### config.mk
export PLATFORM = sky130hd
export DESIGN_NAME = sha256_message_hasher
export DESIGN_NICKNAME = d
export VERILOG_FILES = /design/src/sha256_pkg.sv /design/src/sha256_dp.sv /design/src/sha256_out.sv /design/src/sha256_ctrl.sv /design/src/sha256_message_hasher.sv
export SDC_FILE = /design/constraint.sdc
export NUM_CORES = 2
export LEC_CHECK = 0
export ABC_AREA = 1
export BUFFER_PORTS_ARGS = -buffer_cell sky130_fd_sc_hd__buf_2
export CORE_UTILIZATION = 50
export CTS_BUF_LIST = sky130_fd_sc_hd__clkbuf_8
export DETAILED_ROUTE_END_ITERATION = 10
export PLACE_DENSITY_LB_ADDON = 0.25
export SYNTH_ARGS = -nofsm -noshare
export SYNTH_HDL_FRONTEND = slang
export SYNTH_SLANG_ARGS = --single-unit
### constraint.sdc
create_clock -name clk -period 34.1 [get_ports clk]
set_clock_uncertainty 0.2 [all_clocks]
set_input_delay 5.115 -clock clk [delete_from_list [all_inputs] [get_ports clk]]
set_output_delay 5.115 -clock clk [all_outputs]
set_load 0.02 [all_outputs]
### src/sha256_pkg.sv
// ----------------------------------------------------------------------------
// SHA-256 message hasher package
// Types, constants and round functions shared by the hasher modules.
// ----------------------------------------------------------------------------
`default_nettype none

package sha256_pkg;

	localparam int unsigned WORD_W        = 32;
	localparam int unsigned ROUNDS        = 64;
	localparam int unsigned ROUND_W       = $clog2(ROUNDS);
	localparam int unsigned HASH_WORDS    = 8;
	localparam int unsigned WORDS_PER_BLK = 16;
	localparam int unsigned IDX_W         = $clog2(WORDS_PER_BLK);
	localparam int unsigned COUNT_W       = 30;
	localparam int unsigned OUT_CNT_W     = $clog2(HASH_WORDS + 1);

	localparam logic [31:0] BYTES_RESET = 32'd96;
	localparam logic        REG_MSG_LEN = 1'b0;
	localparam logic [7:0]  PAD_MARK    = 8'h80;

	typedef logic [WORD_W-1:0] word_t;
	typedef logic [HASH_WORDS-1:0][WORD_W-1:0] hash_t;

	typedef enum logic [2:0] {
		SEL_INPUT,
		SEL_TAIL,
		SEL_MARK,
		SEL_ZERO,
		SEL_LEN_HI,
		SEL_LEN_LO
	} word_sel_t;

	typedef struct packed {
		logic               put;
		word_sel_t          sel;
		logic               load_work;
		logic               round;
		logic [ROUND_W-1:0] round_idx;
		logic               add;
		logic               finish;
		logic               restart;
	} dp_cmd_t;

	function automatic word_t iv_word(input logic [2:0] i);
		word_t w;
		case (i)
			3'd0:    w = 32'h6a09e667;
			3'd1:    w = 32'hbb67ae85;
			3'd2:    w = 32'h3c6ef372;
			3'd3:    w = 32'ha54ff53a;
			3'd4:    w = 32'h510e527f;
			3'd5:    w = 32'h9b05688c;
			3'd6:    w = 32'h1f83d9ab;
			3'd7:    w = 32'h5be0cd19;
			default: w = 32'h0;
		endcase
		return w;
	endfunction

	function automatic word_t k_const(input logic [ROUND_W-1:0] t);
		word_t k;
		case (t)
			6'd0:  k = 32'h428a2f98;  6'd1:  k = 32'h71374491;
			6'd2:  k = 32'hb5c0fbcf;  6'd3:  k = 32'he9b5dba5;
			6'd4:  k = 32'h3956c25b;  6'd5:  k = 32'h59f111f1;
			6'd6:  k = 32'h923f82a4;  6'd7:  k = 32'hab1c5ed5;
			6'd8:  k = 32'hd807aa98;  6'd9:  k = 32'h12835b01;
			6'd10: k = 32'h243185be;  6'd11: k = 32'h550c7dc3;
			6'd12: k = 32'h72be5d74;  6'd13: k = 32'h80deb1fe;
			6'd14: k = 32'h9bdc06a7;  6'd15: k = 32'hc19bf174;
			6'd16: k = 32'he49b69c1;  6'd17: k = 32'hefbe4786;
			6'd18: k = 32'h0fc19dc6;  6'd19: k = 32'h240ca1cc;
			6'd20: k = 32'h2de92c6f;  6'd21: k = 32'h4a7484aa;
			6'd22: k = 32'h5cb0a9dc;  6'd23: k = 32'h76f988da;
			6'd24: k = 32'h983e5152;  6'd25: k = 32'ha831c66d;
			6'd26: k = 32'hb00327c8;  6'd27: k = 32'hbf597fc7;
			6'd28: k = 32'hc6e00bf3;  6'd29: k = 32'hd5a79147;
			6'd30: k = 32'h06ca6351;  6'd31: k = 32'h14292967;
			6'd32: k = 32'h27b70a85;  6'd33: k = 32'h2e1b2138;
			6'd34: k = 32'h4d2c6dfc;  6'd35: k = 32'h53380d13;
			6'd36: k = 32'h650a7354;  6'd37: k = 32'h766a0abb;
			6'd38: k = 32'h81c2c92e;  6'd39: k = 32'h92722c85;
			6'd40: k = 32'ha2bfe8a1;  6'd41: k = 32'ha81a664b;
			6'd42: k = 32'hc24b8b70;  6'd43: k = 32'hc76c51a3;
			6'd44: k = 32'hd192e819;  6'd45: k = 32'hd6990624;
			6'd46: k = 32'hf40e3585;  6'd47: k = 32'h106aa070;
			6'd48: k = 32'h19a4c116;  6'd49: k = 32'h1e376c08;
			6'd50: k = 32'h2748774c;  6'd51: k = 32'h34b0bcb5;
			6'd52: k = 32'h391c0cb3;  6'd53: k = 32'h4ed8aa4a;
			6'd54: k = 32'h5b9cca4f;  6'd55: k = 32'h682e6ff3;
			6'd56: k = 32'h748f82ee;  6'd57: k = 32'h78a5636f;
			6'd58: k = 32'h84c87814;  6'd59: k = 32'h8cc70208;
			6'd60: k = 32'h90befffa;  6'd61: k = 32'ha4506ceb;
			6'd62: k = 32'hbef9a3f7;  6'd63: k = 32'hc67178f2;
			default: k = 32'h0;
		endcase
		return k;
	endfunction

	function automatic word_t bsig0(input word_t x);
		return {x[1:0], x[31:2]} ^ {x[12:0], x[31:13]} ^ {x[21:0], x[31:22]};
	endfunction

	function automatic word_t bsig1(input word_t x);
		return {x[5:0], x[31:6]} ^ {x[10:0], x[31:11]} ^ {x[24:0], x[31:25]};
	endfunction

	function automatic word_t ssig0(input word_t x);
		return {x[6:0], x[31:7]} ^ {x[17:0], x[31:18]} ^ {3'd0, x[31:3]};
	endfunction

	function automatic word_t ssig1(input word_t x);
		return {x[16:0], x[31:17]} ^ {x[18:0], x[31:19]} ^ {10'd0, x[31:10]};
	endfunction

	function automatic word_t choose(input word_t e, input word_t f, input word_t g);
		return g ^ (e & (f ^ g));
	endfunction

	function automatic word_t majority(input word_t a, input word_t b, input word_t c);
		return (a & b) ^ (c & (a ^ b));
	endfunction

endpackage

`default_nettype wire

### src/sha256_dp.sv
// ----------------------------------------------------------------------------
// SHA-256 datapath
// Message schedule window, working variables, round logic and chaining hash.
// ----------------------------------------------------------------------------
`default_nettype none

module sha256_dp (
	input  wire logic                clk,
	input  wire logic                arst_n,
	input  wire sha256_pkg::dp_cmd_t cmd,
	input  wire sha256_pkg::word_t   message_word,
	input  wire logic [31:0]         msg_len,
	output sha256_pkg::hash_t        digest_sum
);
	import sha256_pkg::*;

	word_t win_q [WORDS_PER_BLK];
	hash_t work_q;
	hash_t chain_q;
	word_t put_word;
	word_t sched_next;
	word_t t1;
	word_t t2;

	always_comb begin
		case (cmd.sel)
			SEL_INPUT: put_word = message_word;
			SEL_TAIL: begin
				case (msg_len[1:0])
					2'd1:    put_word = {message_word[31:24], PAD_MARK, 16'd0};
					2'd2:    put_word = {message_word[31:16], PAD_MARK, 8'd0};
					2'd3:    put_word = {message_word[31:8], PAD_MARK};
					default: put_word = message_word;
				endcase
			end
			SEL_MARK:   put_word = {PAD_MARK, 24'd0};
			SEL_ZERO:   put_word = '0;
			SEL_LEN_HI: put_word = {29'd0, msg_len[31:29]};
			SEL_LEN_LO: put_word = {msg_len[28:0], 3'd0};
			default:    put_word = '0;
		endcase
	end

	assign sched_next = ssig1(win_q[14]) + win_q[9] + ssig0(win_q[1]) + win_q[0];
	assign t1 = work_q[7] + bsig1(work_q[4]) + choose(work_q[4], work_q[5], work_q[6])
	          + k_const(cmd.round_idx) + win_q[0];
	assign t2 = bsig0(work_q[0]) + majority(work_q[0], work_q[1], work_q[2]);

	always_comb begin
		for (int i = 0; i < HASH_WORDS; i++) begin
			digest_sum[i] = chain_q[i] + work_q[i];
		end
	end

	always_ff @(posedge clk) begin
		if (cmd.put || cmd.round) begin
			for (int i = 0; i < WORDS_PER_BLK - 1; i++) begin
				win_q[i] <= win_q[i+1];
			end
			win_q[WORDS_PER_BLK-1] <= cmd.put ? put_word : sched_next;
		end
	end

	always_ff @(posedge clk) begin
		if (cmd.load_work) begin
			work_q <= chain_q;
		end else if (cmd.round) begin
			work_q[7] <= work_q[6];
			work_q[6] <= work_q[5];
			work_q[5] <= work_q[4];
			work_q[4] <= work_q[3] + t1;
			work_q[3] <= work_q[2];
			work_q[2] <= work_q[1];
			work_q[1] <= work_q[0];
			work_q[0] <= t1 + t2;
		end
	end

	always_ff @(posedge clk or negedge arst_n) begin
		if (!arst_n) begin
			for (int i = 0; i < HASH_WORDS; i++) begin
				chain_q[i] <= iv_word(3'(i));
			end
		end else if (cmd.restart || cmd.finish) begin
			for (int i = 0; i < HASH_WORDS; i++) begin
				chain_q[i] <= iv_word(3'(i));
			end
		end else if (cmd.add) begin
			chain_q <= digest_sum;
		end
	end

endmodule

`default_nettype wire

### src/sha256_out.sv
// ----------------------------------------------------------------------------
// SHA-256 digest output buffer
// Holds a finished digest and hands it out one word per request.
// ----------------------------------------------------------------------------
`default_nettype none

module sha256_out (
	input  wire logic              clk,
	input  wire logic              arst_n,
	input  wire logic              load,
	input  wire sha256_pkg::hash_t digest_sum,
	output sha256_pkg::word_t      digest_word,
	output logic                   digest_last,
	output logic                   digest_valid,
	input  wire logic              digest_ready,
	output logic                   busy
);
	import sha256_pkg::*;

	hash_t                digest_q;
	logic [OUT_CNT_W-1:0] count_q;

	assign busy         = (count_q != '0);
	assign digest_valid = busy;
	assign digest_word  = digest_q[0];
	assign digest_last  = (count_q == OUT_CNT_W'(1));

	always_ff @(posedge clk) begin
		if (load) begin
			digest_q <= digest_sum;
		end else if (digest_valid && digest_ready) begin
			digest_q <= digest_q >> WORD_W;
		end
	end

	always_ff @(posedge clk or negedge arst_n) begin
		if (!arst_n) begin
			count_q <= '0;
		end else if (load) begin
			count_q <= OUT_CNT_W'(HASH_WORDS);
		end else if (digest_valid && digest_ready) begin
			count_q <= count_q - OUT_CNT_W'(1);
		end
	end

endmodule

`default_nettype wire

### src/sha256_ctrl.sv
// ----------------------------------------------------------------------------
// SHA-256 controller
// Sequences word intake, padding, the compression rounds and the final add.
// ----------------------------------------------------------------------------
`default_nettype none

module sha256_ctrl (
	input  wire logic          clk,
	input  wire logic          arst_n,
	input  wire logic          message_valid,
	output logic               message_ready,
	input  wire logic [31:0]   msg_len,
	input  wire logic          cfg_write,
	input  wire logic          out_busy,
	output sha256_pkg::dp_cmd_t cmd
);
	import sha256_pkg::*;

	typedef enum logic [3:0] {
		S_IDLE  = 4'b0001,
		S_PAD   = 4'b0010,
		S_ROUND = 4'b0100,
		S_ADD   = 4'b1000
	} state_t;

	typedef enum logic [3:0] {
		STEP_MARK   = 4'b0001,
		STEP_ZERO   = 4'b0010,
		STEP_LEN_LO = 4'b0100,
		STEP_DONE   = 4'b1000
	} pad_step_t;

	localparam logic [IDX_W-1:0]   LAST_IDX   = IDX_W'(WORDS_PER_BLK - 1);
	localparam logic [IDX_W-1:0]   LEN_IDX    = IDX_W'(WORDS_PER_BLK - 2);
	localparam logic [ROUND_W-1:0] LAST_ROUND = ROUND_W'(ROUNDS - 1);

	state_t               state_q, state_d;
	pad_step_t            step_q, step_d;
	logic                 padding_q, padding_d;
	logic [COUNT_W-1:0]   words_q, words_d;
	logic [IDX_W-1:0]     idx_q, idx_d;
	logic [ROUND_W-1:0]   round_q, round_d;
	logic [COUNT_W:0]     total_words;
	logic [COUNT_W:0]     words_next;
	logic                 final_word;
	logic                 accept;

	assign message_ready = (state_q == S_IDLE);
	assign accept        = message_valid && message_ready;
	assign total_words   = {1'b0, msg_len[31:2]} + (COUNT_W+1)'(msg_len[1:0] != 2'd0);
	assign words_next    = {1'b0, words_q} + (COUNT_W+1)'(1);
	assign final_word    = (words_next >= total_words);

	always_comb begin
		cmd           = '0;
		cmd.sel       = SEL_ZERO;
		cmd.round_idx = round_q;
		state_d       = state_q;
		step_d        = step_q;
		padding_d     = padding_q;
		words_d       = words_q;
		idx_d         = idx_q;
		round_d       = round_q;
		case (state_q)
			S_IDLE: begin
				if (accept && (msg_len != '0)) begin
					cmd.put = 1'b1;
					idx_d   = idx_q + IDX_W'(1);
					if (final_word) begin
						cmd.sel   = SEL_TAIL;
						padding_d = 1'b1;
						step_d    = (msg_len[1:0] == 2'd0) ? STEP_MARK : STEP_ZERO;
						state_d   = S_PAD;
					end else begin
						cmd.sel = SEL_INPUT;
						words_d = words_next[COUNT_W-1:0];
					end
					if (idx_q == LAST_IDX) begin
						cmd.load_work = 1'b1;
						round_d       = '0;
						state_d       = S_ROUND;
					end
				end
			end
			S_PAD: begin
				cmd.put = 1'b1;
				idx_d   = idx_q + IDX_W'(1);
				case (step_q)
					STEP_MARK: begin
						cmd.sel = SEL_MARK;
						step_d  = STEP_ZERO;
					end
					STEP_ZERO: begin
						if (idx_q == LEN_IDX) begin
							cmd.sel = SEL_LEN_HI;
							step_d  = STEP_LEN_LO;
						end else begin
							cmd.sel = SEL_ZERO;
						end
					end
					STEP_LEN_LO: begin
						cmd.sel = SEL_LEN_LO;
						step_d  = STEP_DONE;
					end
					default: begin
						cmd.put = 1'b0;
						idx_d   = idx_q;
					end
				endcase
				if (cmd.put && (idx_q == LAST_IDX)) begin
					cmd.load_work = 1'b1;
					round_d       = '0;
					state_d       = S_ROUND;
				end
			end
			S_ROUND: begin
				cmd.round = 1'b1;
				round_d   = round_q + ROUND_W'(1);
				if (round_q == LAST_ROUND) begin
					state_d = S_ADD;
				end
			end
			S_ADD: begin
				if (padding_q && (step_q == STEP_DONE)) begin
					if (!out_busy) begin
						cmd.add    = 1'b1;
						cmd.finish = 1'b1;
						padding_d  = 1'b0;
						step_d     = STEP_MARK;
						words_d    = '0;
						idx_d      = '0;
						state_d    = S_IDLE;
					end
				end else if (padding_q) begin
					cmd.add = 1'b1;
					state_d = S_PAD;
				end else begin
					cmd.add = 1'b1;
					state_d = S_IDLE;
				end
			end
			default: begin
				state_d = S_IDLE;
			end
		endcase
		if (cfg_write) begin
			cmd.restart = 1'b1;
			words_d     = '0;
			idx_d       = '0;
			padding_d   = 1'b0;
			step_d      = STEP_MARK;
			state_d     = S_IDLE;
		end
	end

	always_ff @(posedge clk or negedge arst_n) begin
		if (!arst_n) begin
			state_q   <= S_IDLE;
			step_q    <= STEP_MARK;
			padding_q <= 1'b0;
			words_q   <= '0;
			idx_q     <= '0;
			round_q   <= '0;
		end else begin
			state_q   <= state_d;
			step_q    <= step_d;
			padding_q <= padding_d;
			words_q   <= words_d;
			idx_q     <= idx_d;
			round_q   <= round_d;
		end
	end

endmodule

`default_nettype wire

### src/sha256_message_hasher.sv
// ----------------------------------------------------------------------------
// SHA-256 message hasher
// Hashes fixed-length messages of 32-bit words and returns the 8-word digest.
// ----------------------------------------------------------------------------
//  Channel   Signals                                   Moves
//  message   message_valid/ready, message_word         one message word per request
//  digest    digest_valid/ready, digest_word, _last    one digest word per request
//  config    psel, penable, pwrite, paddr, pwdata      message length register
//
//  Message words are taken while the controller is idle; the sixteenth word of a
//  block starts the 64 compression rounds and then the add into the chaining hash.
//  The final word is followed by the padding words and one or two compressions.
//  The digest sits in an output buffer, so the next message is taken while it
//  drains; a later digest waits in the add cycle until the buffer is empty.
//  Reset restores the initial hash values at once; no clearing pass is needed.
// ----------------------------------------------------------------------------
`default_nettype none

module sha256_message_hasher (
	input  wire logic        clk,
	input  wire logic        arst_n,
	input  wire logic [31:0] message_word,
	input  wire logic        message_valid,
	output logic             message_ready,
	output logic [31:0]      digest_word,
	output logic             digest_last,
	output logic             digest_valid,
	input  wire logic        digest_ready,
	input  wire logic        psel,
	input  wire logic        penable,
	input  wire logic        pwrite,
	input  wire logic [2:0]  paddr,
	input  wire logic [31:0] pwdata,
	output logic [31:0]      prdata,
	output logic             pready
);
	import sha256_pkg::*;

	logic [31:0] bytes_q;
	logic        cfg_write;
	logic        out_busy;
	dp_cmd_t     cmd;
	hash_t       digest_sum;

	assign pready    = 1'b1;
	assign cfg_write = psel && penable && pwrite && pready && (paddr[2] == REG_MSG_LEN);
	assign prdata    = (paddr[2] == REG_MSG_LEN) ? bytes_q : '0;

	always_ff @(posedge clk or negedge arst_n) begin
		if (!arst_n) begin
			bytes_q <= BYTES_RESET;
		end else if (cfg_write) begin
			bytes_q <= pwdata;
		end
	end

	sha256_ctrl u_ctrl (
		.clk           (clk),
		.arst_n        (arst_n),
		.message_valid (message_valid),
		.message_ready (message_ready),
		.msg_len       (bytes_q),
		.cfg_write     (cfg_write),
		.out_busy      (out_busy),
		.cmd           (cmd)
	);

	sha256_dp u_dp (
		.clk           (clk),
		.arst_n        (arst_n),
		.cmd           (cmd),
		.message_word  (message_word),
		.msg_len       (bytes_q),
		.digest_sum    (digest_sum)
	);

	sha256_out u_out (
		.clk          (clk),
		.arst_n       (arst_n),
		.load         (cmd.finish),
		.digest_sum   (digest_sum),
		.digest_word  (digest_word),
		.digest_last  (digest_last),
		.digest_valid (digest_valid),
		.digest_ready (digest_ready),
		.busy         (out_busy)
	);

endmodule

`default_nettype wire

* Word-level counts from Yosys, hierarchy flattened *
Memories as Yosys holds them, arrays and structs flattened.
Index checks and enable logic that the tools add are counted.
W data, S select, Z words.

operators by class
  add/sub/neg operators = 23
  reductions and logical operators = 28
  order comparisons = 1
  bitwise operators = 16
  equal/unequal tests = 34
  muxes and demuxes = 69

operators by type and width
  operator                 count
  $mux W256                6
  $add A32 B32 Y32         18
  $xor A32 B32 Y32         10
  $pmux W32 S5             1
  $mux W30                 5
  $and A32 B32 Y32         3
  $mux W4                  20
  $pmux W24 S3             1
  $mux W32                 2
  $pmux W30 S2             1
  $pmux W4 S3              3
  $reduce_bool A32 Y1      1
  $xor A32 B22 Y32         1
  $xor A32 B29 Y32         1
  $add A30 B1 Y31          1
  $add A30 B1 Y31 const B  1
  $ge A31 B31 Y1           1
  $reduce_and A5 Y1        4
  $mux W6                  3
  $pmux W6 S3              1
  $eq A4 B4 Y1 const B     4
  $mux W1                  16
  $pmux W4 S4              1
  $ne A3 B3 Y1 const B     5
  other kinds (35)         61

word-level totals
  bits in read-only memories = 2048
  logic and storage cells = 205
  input port bits = 74
  memories kept = 2
  register bits = 853
  RAM bits = 512

memory list
  name             depth  width  read ports  clocked after Yosys merged registers in  write ports  line              source
  (no name shown)  64     32     1           0                                        0            sha256_pkg.sv:63  case (t)
  u_dp.win_q       16     32     16          0                                        16           sha256_dp.sv:17   word_t win_q [WORDS_PER_BLK];

* Logic depth before layout (Yosys ltp) *
  depth in word-level cells = 10
  depth in mapped cells = 46

* By module *
Synthesis repeated with hierarchy kept, for this count alone.

second synthesis, totals
  cells, all modules = 10384
  area total of the unflattened synthesis = 88597.5 µm²

modules (own cells, without submodules)
  module                 area an instance (µm²)  instances  cells an instance
  sha256_dp              70471.3                 1          8234
  sha256_out             11364.6                 1          1112
  sha256_ctrl            5168.7                  1          825
  sha256_message_hasher  1592.8                  1          213

* Least setup slack after synthesis *
Ideal clock, no wire load.

  path type = input port to flip-flop
  start = input port message_valid
  end = memory u_dp.win_q[0][0] in the netlist's numbering (enable)
  stages on the path = 7
  arrival time = 14.050 ns
  data required time = 30.233 ns
  path buffers = 2
  slack = 16.184 ns
  path through = nand2_4 -> o21bai_4 -> nand2_1 -> buf_2 -> inv_2 -> buf_2 -> nand2_1

RTL lines
  element      line                         source
  from (decl)  sha256_message_hasher.sv:23  input wire logic message_valid,
  to (decl)    sha256_dp.sv:17

* Worst setup path in the final report *
  start = input port paddr[2]
  end = output port prdata[11]

between the ends
  cells in the longest elaborated chain, start to end = 1

ends and longest elaborated chain
  element      line                         source
  from (decl)  sha256_message_hasher.sv:32  input wire logic [2:0] paddr,
  $mux W32     sha256_message_hasher.sv:47  assign prdata = (paddr[2] == REG_MSG_LEN) ? bytes_q : '0;
  to (decl)    sha256_message_hasher.sv:34  output logic [31:0] prdata,

Every way passes these cells.

==> results.json <==
{
  "status": "finished, violations left",
  "violations": "max-slew violations",
  "crit_top_cell": "buf_2",
  "cts_setup_buffers": 0,
  "ys.flop_type": "edfxtp_1",
  "globalplace.congestion": 1.016,
  "setup_viol": 0,
  "ys_seq_area_share_pct": 45.83,
  "worst-path-buf-inv": 2,
  "cts_buffer_depth": 3,
  "ant_nets": 0,
  "grt_max_degree": 155,
  "tightest_slew_ps": 1624,
  "synthToLayoutAreaGrowth_pct": 8.996,
  "cap_violations": 0,
  "rsz0062_at_grt": "no",
  "relSlewSlack_pct": -8.289,
  "core_area_um2": 170200,
  "synth-edff-count": 1024,
  "ys_ff_latch": 1365,
  "r2r_cells": 34,
  "route.detailed.drc": 0,
  "ctsHoldBuffers": 0,
  "fmax_ghz": 0.08953,
  "layout-drive-gt1-share_pct": 7.713,
  "tns_ps": 0,
  "rows": 151,
  "dpl_cell_area_um2": 88870,
  "synth.area.top_cells": "edfxtp_1 36%, nand2_1 10%, ha_1 6.7%",
  "synth_area_um2": 86090,
  "synth_most_common_cell": "nand2_1",
  "syn_area_per_cell_um2": 8.790,
  "min_period_ps": 11170,
  "yosys_warnings": 0,
  "start_util_pct": 50.58,
  "track_usage_pct": 35.98,
  "cts.clk_slew.worst_paths_ps": 60,
  "async_reset_ff_share_pct": 24.98,
  "synth_nets": 10527,
  "critPathArrivalTime_ps": 5850,
  "crit_type": "primary input to primary output",
  "crit_path_max_fanout": 33,
  "first_pass_iters": 9,
  "io_pins": 142,
  "cts-buffers-inserted": 229,
  "yosys-top-cells-count": "2332 x nand2_1, 1284 x inv_1, 1024 x edfxtp_1",
  "hold_depth": 0,
  "drtIter0Drc": 8220,
  "cts_resized": 0,
  "cpLargestDelayFamily": "buffers and inverters",
  "min_to": "u_dp.win_q[0][247]",
  "cts_htree_levels": 4,
  "stdcell_area_um2": 93840,
  "grt_pass1_wl_mm": 456.3,
  "worstPathCellList": "buf_2 -> nor2_1 -> buf_2",
  "hp-start": "u_dp.win_q[1][23]",
  "synth_area_leader_cell": "edfxtp_1",
  "cts_tree": "done",
  "timing.rr.end": "u_dp.work_q[30]",
  "grt_antenna_before_repair": 10,
  "finalHoldViolations": 0,
  "fin_util_pct": 55.13,
  "port_buffers": 138,
  "timing.final.crit_share_pct": 32.75,
  "syn_inst": 9795,
  "die_w_um": 417.0,
  "grt-ovfl-total": 0,
  "synth.distinct_cells": 66,
  "cp_num_cells": 3,
  "cts_root_buf": "clkbuf_8",
  "wl_mm": 315.9,
  "hpwl_mm": 241.2,
  "clk_latency_ps": 1060,
  "dieArea_um2": 173900,
  "timing.rr.start": "u_ctrl.round_q[1]",
  "nets": 10665,
  "hold_class": "flip-flop to flip-flop",
  "grt_pass1_vias": 67809,
  "die_y_um": 417.0,
  "max_stage_delay_ps": 430,
  "crit_path_end_kind": "primary output",
  "route.detailed.vias_per_inst": 5.738,
  "wl_per_cell_um": 25.39,
  "slew_violations": 51,
  "n_fill_cell": 15706,
  "worst_path_max_delay_cell": "buf_2",
  "cts_sinks": 1365,
  "critPathLaunchType": "primary input",
  "vias": 71398,
  "crit_required_ps": 28780,
  "reg2reg_slack_ps": 23480,
  "synth_top_area_share_pct": 35.72
}
state kept, by name, indices dropped and copies added, names as in the netlist:
register	flops
bytes_q	32
u_ctrl.idx_q	4
u_ctrl.padding_q	1
u_ctrl.round_q	6
u_ctrl.state_q	4
u_ctrl.step_q	4
u_ctrl.words_q	30
u_dp.chain_q	256
u_dp.win_q	512
u_dp.work_q	256
u_out.count_q	4
u_out.digest_q	224
u_out.digest_word	32
worst max-delay path by stage:
stage          slack [ps]          start            endpoint
2_1_floorplan       16180  message_valid    u_dp.win_q[0][0]
3_3_place_gp        22170  message_valid  u_dp.win_q[0][128]
3_5_place_dp        22070  message_valid  u_dp.win_q[0][147]
4_1_cts             22950       paddr[2]          prdata[16]
5_1_grt             22800  message_valid  u_dp.win_q[0][147]
6_report            22930       paddr[2]          prdata[11]
cells in the final DEF (no fill, tap or decap), types with 229 or more instances in the layout:
| cell type | netlist | routed |
|---|---|---|
| edfxtp_1 | 1024 | 1024 |
| clkbuf_8 | 0 | 260 |
| xor2_1 | 303 | 303 |
| nor2_1 | 695 | 695 |
| nand2_1 | 2332 | 2329 |
| inv_1 | 1284 | 1356 |
| nand3_1 | 543 | 543 |
| xnor2_1 | 229 | 229 |
| o21ai_0 | 719 | 718 |
| ha_1 | 463 | 463 |
| a21oi_1 | 483 | 483 |
final cells by class:
type / instances / area (um2) / share of cell area (%)
multi-input combinational: 6834 / 40410 / 43.06
sequential: 1365 / 39460 / 42.05
inverter: 1299 / 4905 / 5.227
clock buffer: 260 / 3578 / 3.813
tap: 2295 / 2872 / 3.060
clock inverter: 177 / 1361 / 1.451
timing repair buffer: 204 / 1234 / 1.315
antenna: 10 / 25.02 / 0.02667
through the flow:
stage	std cells	setup slack [ps]	hold slack, ps
6_report	12444	22930	178.8
5_1_grt	12438	22800	176.5
3_3_place_gp	11997	22170	200.2
3_5_place_dp	11997	22070	204.5
2_1_floorplan	9795	16180	200.3
4_1_cts	12434	22950	168.3
kinds of logic (layout without fill, tap and decap cells):
logic type	after synthesis	count (layout)	synth area share, %
other	1	11	0.004356
and+or+nand+nor	3898	3898	18.81
xor gates and xnor gates	532	532	5.412
muxes	14	14	0.1628
adders and majority gates	658	658	11.26
AOI/OAI and AO/OA	1731	1731	11.19
buffers and inverters	1596	1940	7.325
DFF	1365	1365	45.83
per-layer routing:
layer  global-route usage, %  vias up  share of wire, %
li1                        -    33014                 -
met1                   48.88    34522                42
met2                   55.46     3270                44
met3                   7.236      590               9.0
met4                   16.49        2               5.2
met5                  0.2501        -             0.017
Power is not shown: default switching activity piles up to over one toggle a cycle in this logic, so the estimate is an artifact.
